<file path="src/design/fwps_pkg.sv">
package fwps_pkg;

  localparam int unsigned DefaultDepth = 16;
  // Cells examined per cycle while resolving a search
  localparam int unsigned ScanLanes = 8;

  localparam logic [1:0] ModePush   = 2'd0;
  localparam logic [1:0] ModePop    = 2'd1;
  localparam logic [1:0] ModeSearch = 2'd2;

  localparam logic [1:0] StatusDone     = 2'd0;
  localparam logic [1:0] StatusFull     = 2'd1;
  localparam logic [1:0] StatusEmpty    = 2'd2;
  localparam logic [1:0] StatusNotFound = 2'd3;

  typedef struct packed {
    logic [1:0]         mode;
    logic [7:0]         item_code;
    logic signed [31:0] item_value;
  } in_req_t;

  typedef struct packed {
    logic [7:0]         out_code;
    logic signed [31:0] out_value;
    logic [4:0]         position;
    logic [1:0]         status;
  } out_rsp_t;

  typedef struct packed {
    logic [7:0]         code;
    logic signed [31:0] value;
  } entry_t;

  typedef struct packed {
    logic push;
    logic pop;
  } cell_ctl_t;

endpackage

</file>
<file path="src/design/fwps_cell.sv">
module fwps_cell (
  input  logic               clk_i,
  input  logic               rst_ni,
  input  fwps_pkg::cell_ctl_t ctl_i,
  input  fwps_pkg::entry_t   key_i,
  input  logic               prev_valid_i,
  input  logic               next_valid_i,
  input  fwps_pkg::entry_t   next_entry_i,
  output logic               valid_o,
  output fwps_pkg::entry_t   entry_o,
  output logic               match_o
);
  import fwps_pkg::*;

  logic   valid_q, valid_d;
  entry_t entry_q, entry_d;
  logic   load_key;

  // The first empty cell, behind an occupied one or at the head, takes a pushed entry
  assign load_key = ctl_i.push & ~valid_q & prev_valid_i;

  always_comb begin
    valid_d = valid_q;
    entry_d = entry_q;
    if (ctl_i.pop) begin
      valid_d = next_valid_i;
      entry_d = next_entry_i;
    end else if (load_key) begin
      valid_d = 1'b1;
      entry_d = key_i;
    end
  end

  always_ff @(posedge clk_i or negedge rst_ni) begin
    if (!rst_ni) begin
      valid_q <= 1'b0;
    end else begin
      valid_q <= valid_d;
    end
  end

  always_ff @(posedge clk_i) begin
    entry_q <= entry_d;
  end

  assign valid_o = valid_q;
  assign entry_o = entry_q;
  assign match_o = valid_q & (entry_q == key_i);

endmodule

</file>
<file path="src/design/fifo_with_position_search.sv">
// Channel | Direction | Handshake                  | Payload
// in      | input     | in_valid_i / in_stall_o    | in_req_i  (mode, item_code, item_value)
// out     | output    | out_valid_o / out_stall_i  | out_rsp_o (out_code, out_value,
//         |           |                            |            position, status)
//
// Push, pop and the unused mode need no scan; the result is registered at acceptance.
// A search reports the position k of the first match on a hit, counted from 1, and not-found on a miss;
// the match scan walks up to 8 cells a cycle, from the lowest cell up.
// One request is in flight at a time; a new one is taken in the cycle its result leaves.
// Reset empties the queue at once by clearing every cell's valid bit.
module fifo_with_position_search #(
  parameter int unsigned DEPTH = fwps_pkg::DefaultDepth
) (
  input  logic               clk_i,
  input  logic               rst_ni,
  input  logic               in_valid_i,
  output logic               in_stall_o,
  input  fwps_pkg::in_req_t  in_req_i,
  output logic               out_valid_o,
  input  logic               out_stall_i,
  output fwps_pkg::out_rsp_t out_rsp_o
);
  import fwps_pkg::*;

  localparam int unsigned Lanes = (DEPTH < ScanLanes) ? DEPTH : ScanLanes;
  localparam int unsigned LaneW = $clog2(Lanes);
  localparam int unsigned BaseW = $clog2(DEPTH) + 1;

  localparam logic StIdle = 1'b0;
  localparam logic StScan = 1'b1;

  logic             state_q, state_d;
  logic             out_valid_q, out_valid_d;
  out_rsp_t         out_rsp_q, out_rsp_d;
  logic [DEPTH-1:0] match_q, match_d;
  logic [BaseW-1:0] base_q, base_d;

  logic             accept;
  entry_t           key;
  cell_ctl_t        ctl;
  logic [DEPTH-1:0] cell_valid;
  logic [DEPTH-1:0] cell_match;
  entry_t           cell_entry [DEPTH];

  logic             hit;
  logic [LaneW-1:0] hit_idx;
  logic [BaseW-1:0] hit_pos;

  assign in_stall_o = (state_q == StScan) | (out_valid_q & out_stall_i);
  assign accept     = in_valid_i & ~in_stall_o;
  assign key        = '{code: in_req_i.item_code, value: in_req_i.item_value};

  assign ctl.push = accept & (in_req_i.mode == ModePush) & ~cell_valid[DEPTH-1];
  assign ctl.pop  = accept & (in_req_i.mode == ModePop) & cell_valid[0];

  for (genvar i = 0; i < DEPTH; i++) begin : g_cell
    logic   prev_valid;
    logic   next_valid;
    entry_t next_entry;
    if (i == 0) begin : g_first
      assign prev_valid = 1'b1;
    end else begin : g_rest
      assign prev_valid = cell_valid[i-1];
    end
    if (i == DEPTH - 1) begin : g_last
      assign next_valid = 1'b0;
      assign next_entry = '0;
    end else begin : g_inner
      assign next_valid = cell_valid[i+1];
      assign next_entry = cell_entry[i+1];
    end
    fwps_cell u_cell (
      .clk_i        (clk_i),
      .rst_ni       (rst_ni),
      .ctl_i        (ctl),
      .key_i        (key),
      .prev_valid_i (prev_valid),
      .next_valid_i (next_valid),
      .next_entry_i (next_entry),
      .valid_o      (cell_valid[i]),
      .entry_o      (cell_entry[i]),
      .match_o      (cell_match[i])
    );
  end

  // Lowest matching cell among the group at the bottom of the match vector
  always_comb begin
    hit     = 1'b0;
    hit_idx = '0;
    for (int l = Lanes - 1; l >= 0; l--) begin
      if (match_q[l]) begin
        hit     = 1'b1;
        hit_idx = LaneW'(l);
      end
    end
  end

  assign hit_pos = base_q + BaseW'(hit_idx) + BaseW'(1);

  always_comb begin
    state_d     = state_q;
    out_valid_d = out_valid_q & out_stall_i;
    out_rsp_d   = out_rsp_q;
    match_d     = match_q;
    base_d      = base_q;
    if (state_q == StIdle) begin
      if (accept) begin
        out_rsp_d = '0;
        case (in_req_i.mode)
          ModePush: begin
            out_valid_d = 1'b1;
            if (cell_valid[DEPTH-1]) begin
              out_rsp_d.status = StatusFull;
            end
          end
          ModePop: begin
            out_valid_d = 1'b1;
            if (cell_valid[0]) begin
              out_rsp_d.out_code  = cell_entry[0].code;
              out_rsp_d.out_value = cell_entry[0].value;
            end else begin
              out_rsp_d.status = StatusEmpty;
            end
          end
          ModeSearch: begin
            state_d = StScan;
            match_d = cell_match;
            base_d  = '0;
          end
          default: begin
            out_valid_d = 1'b1;
          end
        endcase
      end
    end else begin
      if (hit) begin
        state_d            = StIdle;
        out_valid_d        = 1'b1;
        out_rsp_d          = '0;
        out_rsp_d.position = 5'(hit_pos);
      end else if (match_q == '0) begin
        state_d          = StIdle;
        out_valid_d      = 1'b1;
        out_rsp_d        = '0;
        out_rsp_d.status = StatusNotFound;
      end else begin
        // Advance to the next group of cells
        match_d = match_q >> Lanes;
        base_d  = base_q + BaseW'(Lanes);
      end
    end
  end

  always_ff @(posedge clk_i or negedge rst_ni) begin
    if (!rst_ni) begin
      state_q     <= StIdle;
      out_valid_q <= 1'b0;
    end else begin
      state_q     <= state_d;
      out_valid_q <= out_valid_d;
    end
  end

  always_ff @(posedge clk_i) begin
    out_rsp_q <= out_rsp_d;
    match_q   <= match_d;
    base_q    <= base_d;
  end

  assign out_valid_o = out_valid_q;
  assign out_rsp_o   = out_rsp_q;

endmodule

</file>
<file path="config.mk">
export PLATFORM = sky130hd
export DESIGN_NAME = fifo_with_position_search
export DESIGN_NICKNAME = d
export VERILOG_FILES = /design/src/design/fwps_pkg.sv /design/src/design/fwps_cell.sv /design/src/design/fifo_with_position_search.sv
export SDC_FILE = /design/constraint.sdc
export NUM_CORES = 1
export LEC_CHECK = 0
export BUFFER_PORTS_ARGS = -buffer_cell sky130_fd_sc_hd__buf_2
export CORE_UTILIZATION = 35
export DETAILED_ROUTE_END_ITERATION = 6
export GPL_ROUTABILITY_DRIVEN = 0
export GPL_TIMING_DRIVEN = 0
export SYNTH_ARGS = -nofsm -noshare
export SYNTH_HDL_FRONTEND = slang
export SYNTH_SLANG_ARGS = --single-unit
export TNS_END_PERCENT = 5
</file>
<file path="constraint.sdc">
create_clock -name clk_i -period 6.54 [get_ports clk_i]
set_input_delay 1.308 -clock clk_i [delete_from_list [all_inputs] [get_ports clk_i]]
set_output_delay 1.308 -clock clk_i [all_outputs]
set_load 0.01 [all_outputs]
</file>
==> flow_metrics.tcl, run 1 <==
set metrics [dict create \
    relSlewSlack_pct -0.242 \
    vias 24800 \
    cts_resized 0 \
    cts_made_buffers 77 \
    routedLengthMet1_mm 56.5 \
    asyncSetResetFlopFracSynth_pct 2.49 \
    synth_cells 2807 \
    seqPwrFrac_pct 47.3 \
    r2r_setup_slack_ns 2.71 \
    final_cell_area_um2 41300 \
    crit_family "simple AND/OR/NAND/NOR gates" \
    path_depth 7 \
    grt_max_degree 30 \
    initial_utilization_pct 35.4 \
    crit_required_ns 6.77 \
    io_pins 95 \
    crit_arrival_ns 4.83 \
    endpoint_kind "register" \
    min_period_ns 4.60 \
    rows 117 \
    fill_cells 9651 \
    clock_skew_ns 0.0404 \
    synth_top_flop_cell "edfxtp_1" \
    p_sw_share_pct 29.5 \
    track_usage_pct 25.5 \
    pre_cts_slack_ns 1.53 \
    worst_r2r_endpoint "g_cell[11].u_cell.entry_o[6]" \
    crit_type "input pin to register" \
    clkLatencyLatePin_ns 0.66 \
    p_switching_uw 3750 \
    die-width_um 323 \
    cts_setup_buffers 0 \
    hp-class "register to register" \
    cts.clk_slew.worst_paths_ns 0.07 \
    cp-start-kind "input pin" \
    wl_met3_mm 12.9 \
    fmax_ghz 0.218 \
    power.density_nw_per_um2 308 \
    die-area_um2 105000 \
    cts.hold.buffers_added 0 \
    worst_slew_pin_slew_ns 1.49 \
    wire_per_inst_um 30.8 \
    syn_area_um2 36200 \
    synthTopCellsByArea "edfxtp_1, a21o_1, xor2_1, xnor2_1, dfxtp_1" \
    clock_path_buffers 3 \
    synth_top_cell_area_share_pct 55.2 \
    grt_antenna_before_repair 3 \
    fin_crit_sh_pct 70.3 \
    crit_fanout 10 \
    wl_met2_mm 56.9 \
    yosysWarnings 0 \
    rsz0062_at_grt "false" \
    p_leak_uw 0.0166 \
    htreeDepth 3 \
    coreArea_um2 102000 \
    worst_slack_ns 1.94 \
    drive_gt1_share_pct 13.5 \
    reg2reg_from "g_cell[15].u_cell.valid_o" \
    ys_ff_latch 723 \
    slew_viol_final 1 \
    routed_wl_mm 135 \
    root_buffer "clkbuf_16" \
    drcViolationCount 0 \
    grt_pass1_wl_mm 183 \
    p_int_uw 8960 \
    cpPeakStageDelay_ns 1.26 \
    slowest_stage "nor4_1" \
    drt_iter0_drc 3859 \
    die_y_um 323 \
    violations "capacitance limit, slew limit" \
    setup_violations 0 \
    area_delta_synth_final_pct 14.1 \
    synth_edf_count 665 \
    grt_pass1_vias 23300 \
    ant_nets 0 \
    overflow 0 \
    routed_via_density 5.65 \
    clockPowerShare_pct 35.1 \
    crit_chain "clkbuf_1 > buf_2 > xnor2_1 > nand4_1 > nor4_1 > nand4_1 > nor4_1" \
    ir_worst_vdd_uv 149 \
    yosys-top-cells-count "edfxtp_1, a21o_1, xor2_1" \
    place_area_um2 38800 \
    cp-endpoint "match_q[8]" \
    r2r_cells 6 \
    nets 3007 \
    post_synth_num_cell_types 48 \
    seq_area_frac_synth_pct 58.7 \
    hold_violations 0 \
    hpwlAfterDp_mm 107 \
    synth.largest_area_cell "edfxtp_1" \
    port_buffers 54 \
    cts_tree "done" \
    cap_violations 1 \
    firstDrtPassIters 6 \
    syn-num-nets 2854 \
    outcome "finished with violations" \
    avgSynthCellArea_um2 12.9 \
    cp_num_buf_inv 2 \
    cp-startpoint "in_req_i[14]" \
    p_comb_share_pct 17.6 \
    yosysMostFrequentCell "edfxtp_1" \
    highest_layer "met4" \
    numClockSinks 723 \
]
==> tightest hold or removal path, delay by kind of cell, from the launching register on <==
| family | cells | cell delay [ns] |
|---|---|---|
| AND/OR/NAND/NOR | 1 | 0.06 |
| flip-flops | 1 | 0.33 |
| AO/OA/AOI/OAI | 1 | 0.05 |
==> stage by stage <==
stage / hold WS [ns] / total power, µW / cells / util (%) / setup TNS, ns
floorplan: 0.450 / 7290 / 2807 / - / 0
global placement: 0.465 / 8170 / 4229 / 37.3 / -820.04
detailed placement: 0.468 / 8250 / 4249 / 38.0 / 0
CTS: 0.477 / 12600 / 4384 / 40.4 / 0
global route: 0.498 / 13000 / 4384 / 40.4 / 0
finish: 0.485 / 12700 / 4385 / 40.4 / 0
==> area by class of cell <==
cell class / count / area (µm²) / area share, %
clock inverters: 33 / 313 / 0.758
repair buffers: 74 / 731 / 1.77
plain buffers: 257 / 1550 / 3.76
well taps: 1368 / 1710 / 4.15
inverters: 19 / 72.6 / 0.176
flip-flops and latches: 723 / 21200 / 51.4
diodes: 1 / 2.50 / 0.00606
clock buffers: 102 / 2160 / 5.24
multi-input cells: 1808 / 13500 / 32.7
==> layer usage <==
metal / up-vias / GRT usage, %
met1: 12400 / 35.7
met5: - / 0
met4: 0 / 14.3
met3: 290 / 4.37
li1: 10500 / -
met2: 1641 / 37.1
==> power by group through the flow <==
stage	combinational [µW]	sequential (µW)	clock (µW)
3_5_place_dp	2160	6090	0
2_1_floorplan	1300	5990	0
6_report	2230	6020	4460
4_1_cts	2180	5990	4450
3_3_place_gp	2060	6110	0
5_1_grt	2310	6050	4620
==> cells by family after synthesis <==
logic type	count (synthesis)	synth area share [%]
adder cells (fa/ha/maj)	1	0.0346
AO/OA/AOI/OAI	715	14.3
buffers and inverters	276	4.49
XOR/XNOR	625	15.1
AND/OR/NAND/NOR	467	7.35
flip-flops	723	58.7
==> how the worst min path moves through the flow <==
stage / slack (ns) / cells past startpoint / start / to
after floorplan: 0.45 / 2 / g_cell[15].u_cell.entry_o[29] / g_cell[15].u_cell.entry_o[29]
final: 0.49 / 2 / g_cell[15].u_cell.entry_o[29] / g_cell[15].u_cell.entry_o[29]
after global routing: 0.50 / 2 / g_cell[15].u_cell.entry_o[34] / g_cell[15].u_cell.entry_o[34]
after global placement: 0.46 / 2 / g_cell[15].u_cell.entry_o[29] / g_cell[15].u_cell.entry_o[29]
after CTS: 0.48 / 2 / g_cell[15].u_cell.entry_o[29] / g_cell[15].u_cell.entry_o[29]
after detailed placement: 0.47 / 2 / g_cell[15].u_cell.entry_o[29] / g_cell[15].u_cell.entry_o[29]
==> cell usage in the layout, fill, tap and decap left out, types with 68 or more instances in the layout <==
cell type | netlist | routed
xnor2_1 | 300 | 300
xor2_1 | 325 | 325
nand2_1 | 69 | 68
edfxtp_1 | 665 | 665
clkbuf_1 | 76 | 89
a21o_1 | 601 | 601
buf_2 | 116 | 171
nor4_1 | 95 | 94
clkbuf_16 | 0 | 80
nand4_1 | 85 | 85
==> sequential cells by signal (all words and copies together), names as in the netlist <==
| register | flops |
|---|---|
| out_valid_o | 1 |
| base_q | 2 |
| out_rsp_o | 47 |
| g_cell.u_cell.entry_o | 640 |
| g_cell.u_cell.valid_o | 16 |
| match_q | 16 |
| state_q | 1 |
No activity file was read; power rests on OpenSTA's default activity.
==> run 2, diff against run 1 <==
==> constraint.sdc (replaced) <==
create_clock -name clk_i -period 3.8 [get_ports clk_i]
set_input_delay 0.76 -clock clk_i [delete_from_list [all_inputs] [get_ports clk_i]]
set_output_delay 0.76 -clock clk_i [all_outputs]
set_load 0.01 [all_outputs]
==> run 2 against run 1 <==
Against the previous run:
- the flow finishes with violations (setup timing)
- largest cell class unchanged
- largest power group unchanged
- setup slack worse by 2.0 ns
- sequential share of layout area is 0.070 points lower
- power is 73% higher
- sequential power is 71% higher
- global-route usage is 0.12 points higher
- critical path type unchanged
- core utilization is 0.055 points higher
- highest routed layer unchanged
- first-iteration DRC count is 5.1% higher
==> flow_metrics.tcl, run 2 (synthesis gave the netlist of run 1 again) <==
set metrics [dict create \
    initial_utilization_pct 35.4 \
    drcViolationCount 0 \
    root_buffer "clkbuf_16" \
    numClockSinks 723 \
    power.density_nw_per_um2 532 \
    grt_pass1_wl_mm 184 \
    drt_iter0_drc 4057 \
    ir_worst_vdd_uv 291 \
    routed_via_density 5.63 \
    grt_antenna_before_repair 3 \
    ant_nets 0 \
    cts_made_buffers 77 \
    clkLatencyLatePin_ns 0.64 \
    grt_max_degree 30 \
    crit_arrival_ns 4.09 \
    vias 24700 \
    crit_required_ns 4.05 \
    p_total_uw 22000 \
    setup_violations 1 \
    clock_skew_ns 0.0194 \
    cts_tree "done" \
    crit_fanout 10 \
    pre_cts_slack_ns -0.719 \
    firstDrtPassIters 5 \
    clock_path_buffers 3 \
    slew_viol_final 0 \
    die-width_um 323 \
    drive_gt1_share_pct 13.4 \
    routed_wl_mm 135 \
    crit_family "buffers and inverters" \
    worst_slack_ns -0.0423 \
    mostFrequentLayoutCells "edfxtp_1, a21o_1, xor2_1" \
    relSlewSlack_pct 5.60 \
    crit_type "input pin to register" \
    cts.clk_slew.worst_paths_ns 0.06 \
    rows 117 \
    overflow 0 \
    nets 3006 \
    crit_chain "clkbuf_1 > buf_2 > xor2_1 > nor4_1 > nand4_1 > o31ai_1" \
    port_buffers 54 \
    fill_cells 9823 \
    area_delta_synth_final_pct 14.3 \
    die-area_um2 105000 \
    hpwlAfterDp_mm 107 \
    worst_slew_pin_slew_ns 1.42 \
    cp-startpoint "in_req_i[2]" \
    layout_commonest_cell "edfxtp_1" \
    p_leak_uw 0.0167 \
    fmax_ghz 0.260 \
    hp-class "input pin to asynchronous set/reset pin" \
    grt_pass1_vias 23400 \
    hold_violations 0 \
    cp_num_buf_inv 2 \
    reg2reg_from "g_cell[15].u_cell.valid_o" \
    violations "setup timing" \
    largest_reg_flops 640 \
    coreArea_um2 102000 \
    cpPeakStageDelay_ns 1.11 \
    outcome "finished with violations" \
    rsz0062_at_grt "false" \
    htreeDepth 3 \
    cp-start-kind "input pin" \
    track_usage_pct 25.6 \
    cts.hold.buffers_added 0 \
    io_pins 95 \
    wire_per_inst_um 30.8 \
    fin_crit_sh_pct 101 \
    endpoint_kind "register" \
    cap_violations 0 \
    die_y_um 323 \
    final.setup.tns_ns -0.0423 \
    slowest_stage "o31ai_1" \
    min_period_ns 3.84 \
]
[run 2: cell types whose count changed in the layout (fill, tap and decap cells not counted), sizes merged]
cell,change
diode,+1
bufinv,+2
buf,-1
clkinvlp,-1
inv,-1
clkbuf,+5
clkinv,-1
[run 2: where the power goes]
group	switching (µW)	internal, µW	leakage, µW
Combinational	2480	1360	0.00881
Clock	3290	4520	0.00122
Sequential	690	9660	0.00663
Total	6460	15500	0.0167
[run 2: metrics by stage]
stage | std cells | util (%) | cell area, µm² | hold slack, ns
2_1_floorplan | 2807 | - | 36200 | 0.450
3_3_place_gp | 4229 | 37.4 | 38200 | 0.464
3_5_place_dp | 4247 | 38.0 | 38800 | 0.470
4_1_cts | 4386 | 40.4 | 41300 | 0.104
5_1_grt | 4388 | 40.5 | 41300 | 0.139
6_report | 4389 | 40.5 | 41300 | 0.120
[run 2: worst paths after layout]
path                            slack, ns  cells past startpoint                             to
worst min-delay path                 0.12                      1                    out_valid_o
max in group asynchronous            3.28                      1       g_cell[7].u_cell.valid_o
worst max-delay path                -0.04                      6                     match_q[7]
min in group clk_i                   0.43                      3                    out_valid_o
worst max register to register       0.07                      6   g_cell[11].u_cell.entry_o[8]
worst min register to register       0.49                      2  g_cell[15].u_cell.entry_o[29]
[run 2: repair_timing]
item                       in CTS  in global routing
hold endpoints to repair        0                  0
buffers inserted                0                  0
gates resized for setup         2                  1
setup endpoints to repair       2                  1
gates cloned                    0                  0
[run 2: routing by layer]
layer	part of all wire, %	global-route usage (%)	wire (µm)
met1	42	35.7	56100
met3	10	5.14	13700
met2	42	36.7	56200
met5	0	0	0
met4	6.7	14.9	8980
[run 2: final cells by class]
type | instances | area [µm²] | area share [%]
well taps | 1368 | 1710 | 4.14
inverters | 19 | 72.6 | 0.176
multi-input cells | 1808 | 13500 | 32.7
diodes | 2 | 5.00 | 0.0121
flip-flops and latches | 723 | 21200 | 51.3
clock buffers | 107 | 2160 | 5.24
plain buffers | 257 | 1550 | 3.76
repair buffers | 73 | 726 | 1.76
clock inverters | 32 | 354 | 0.857
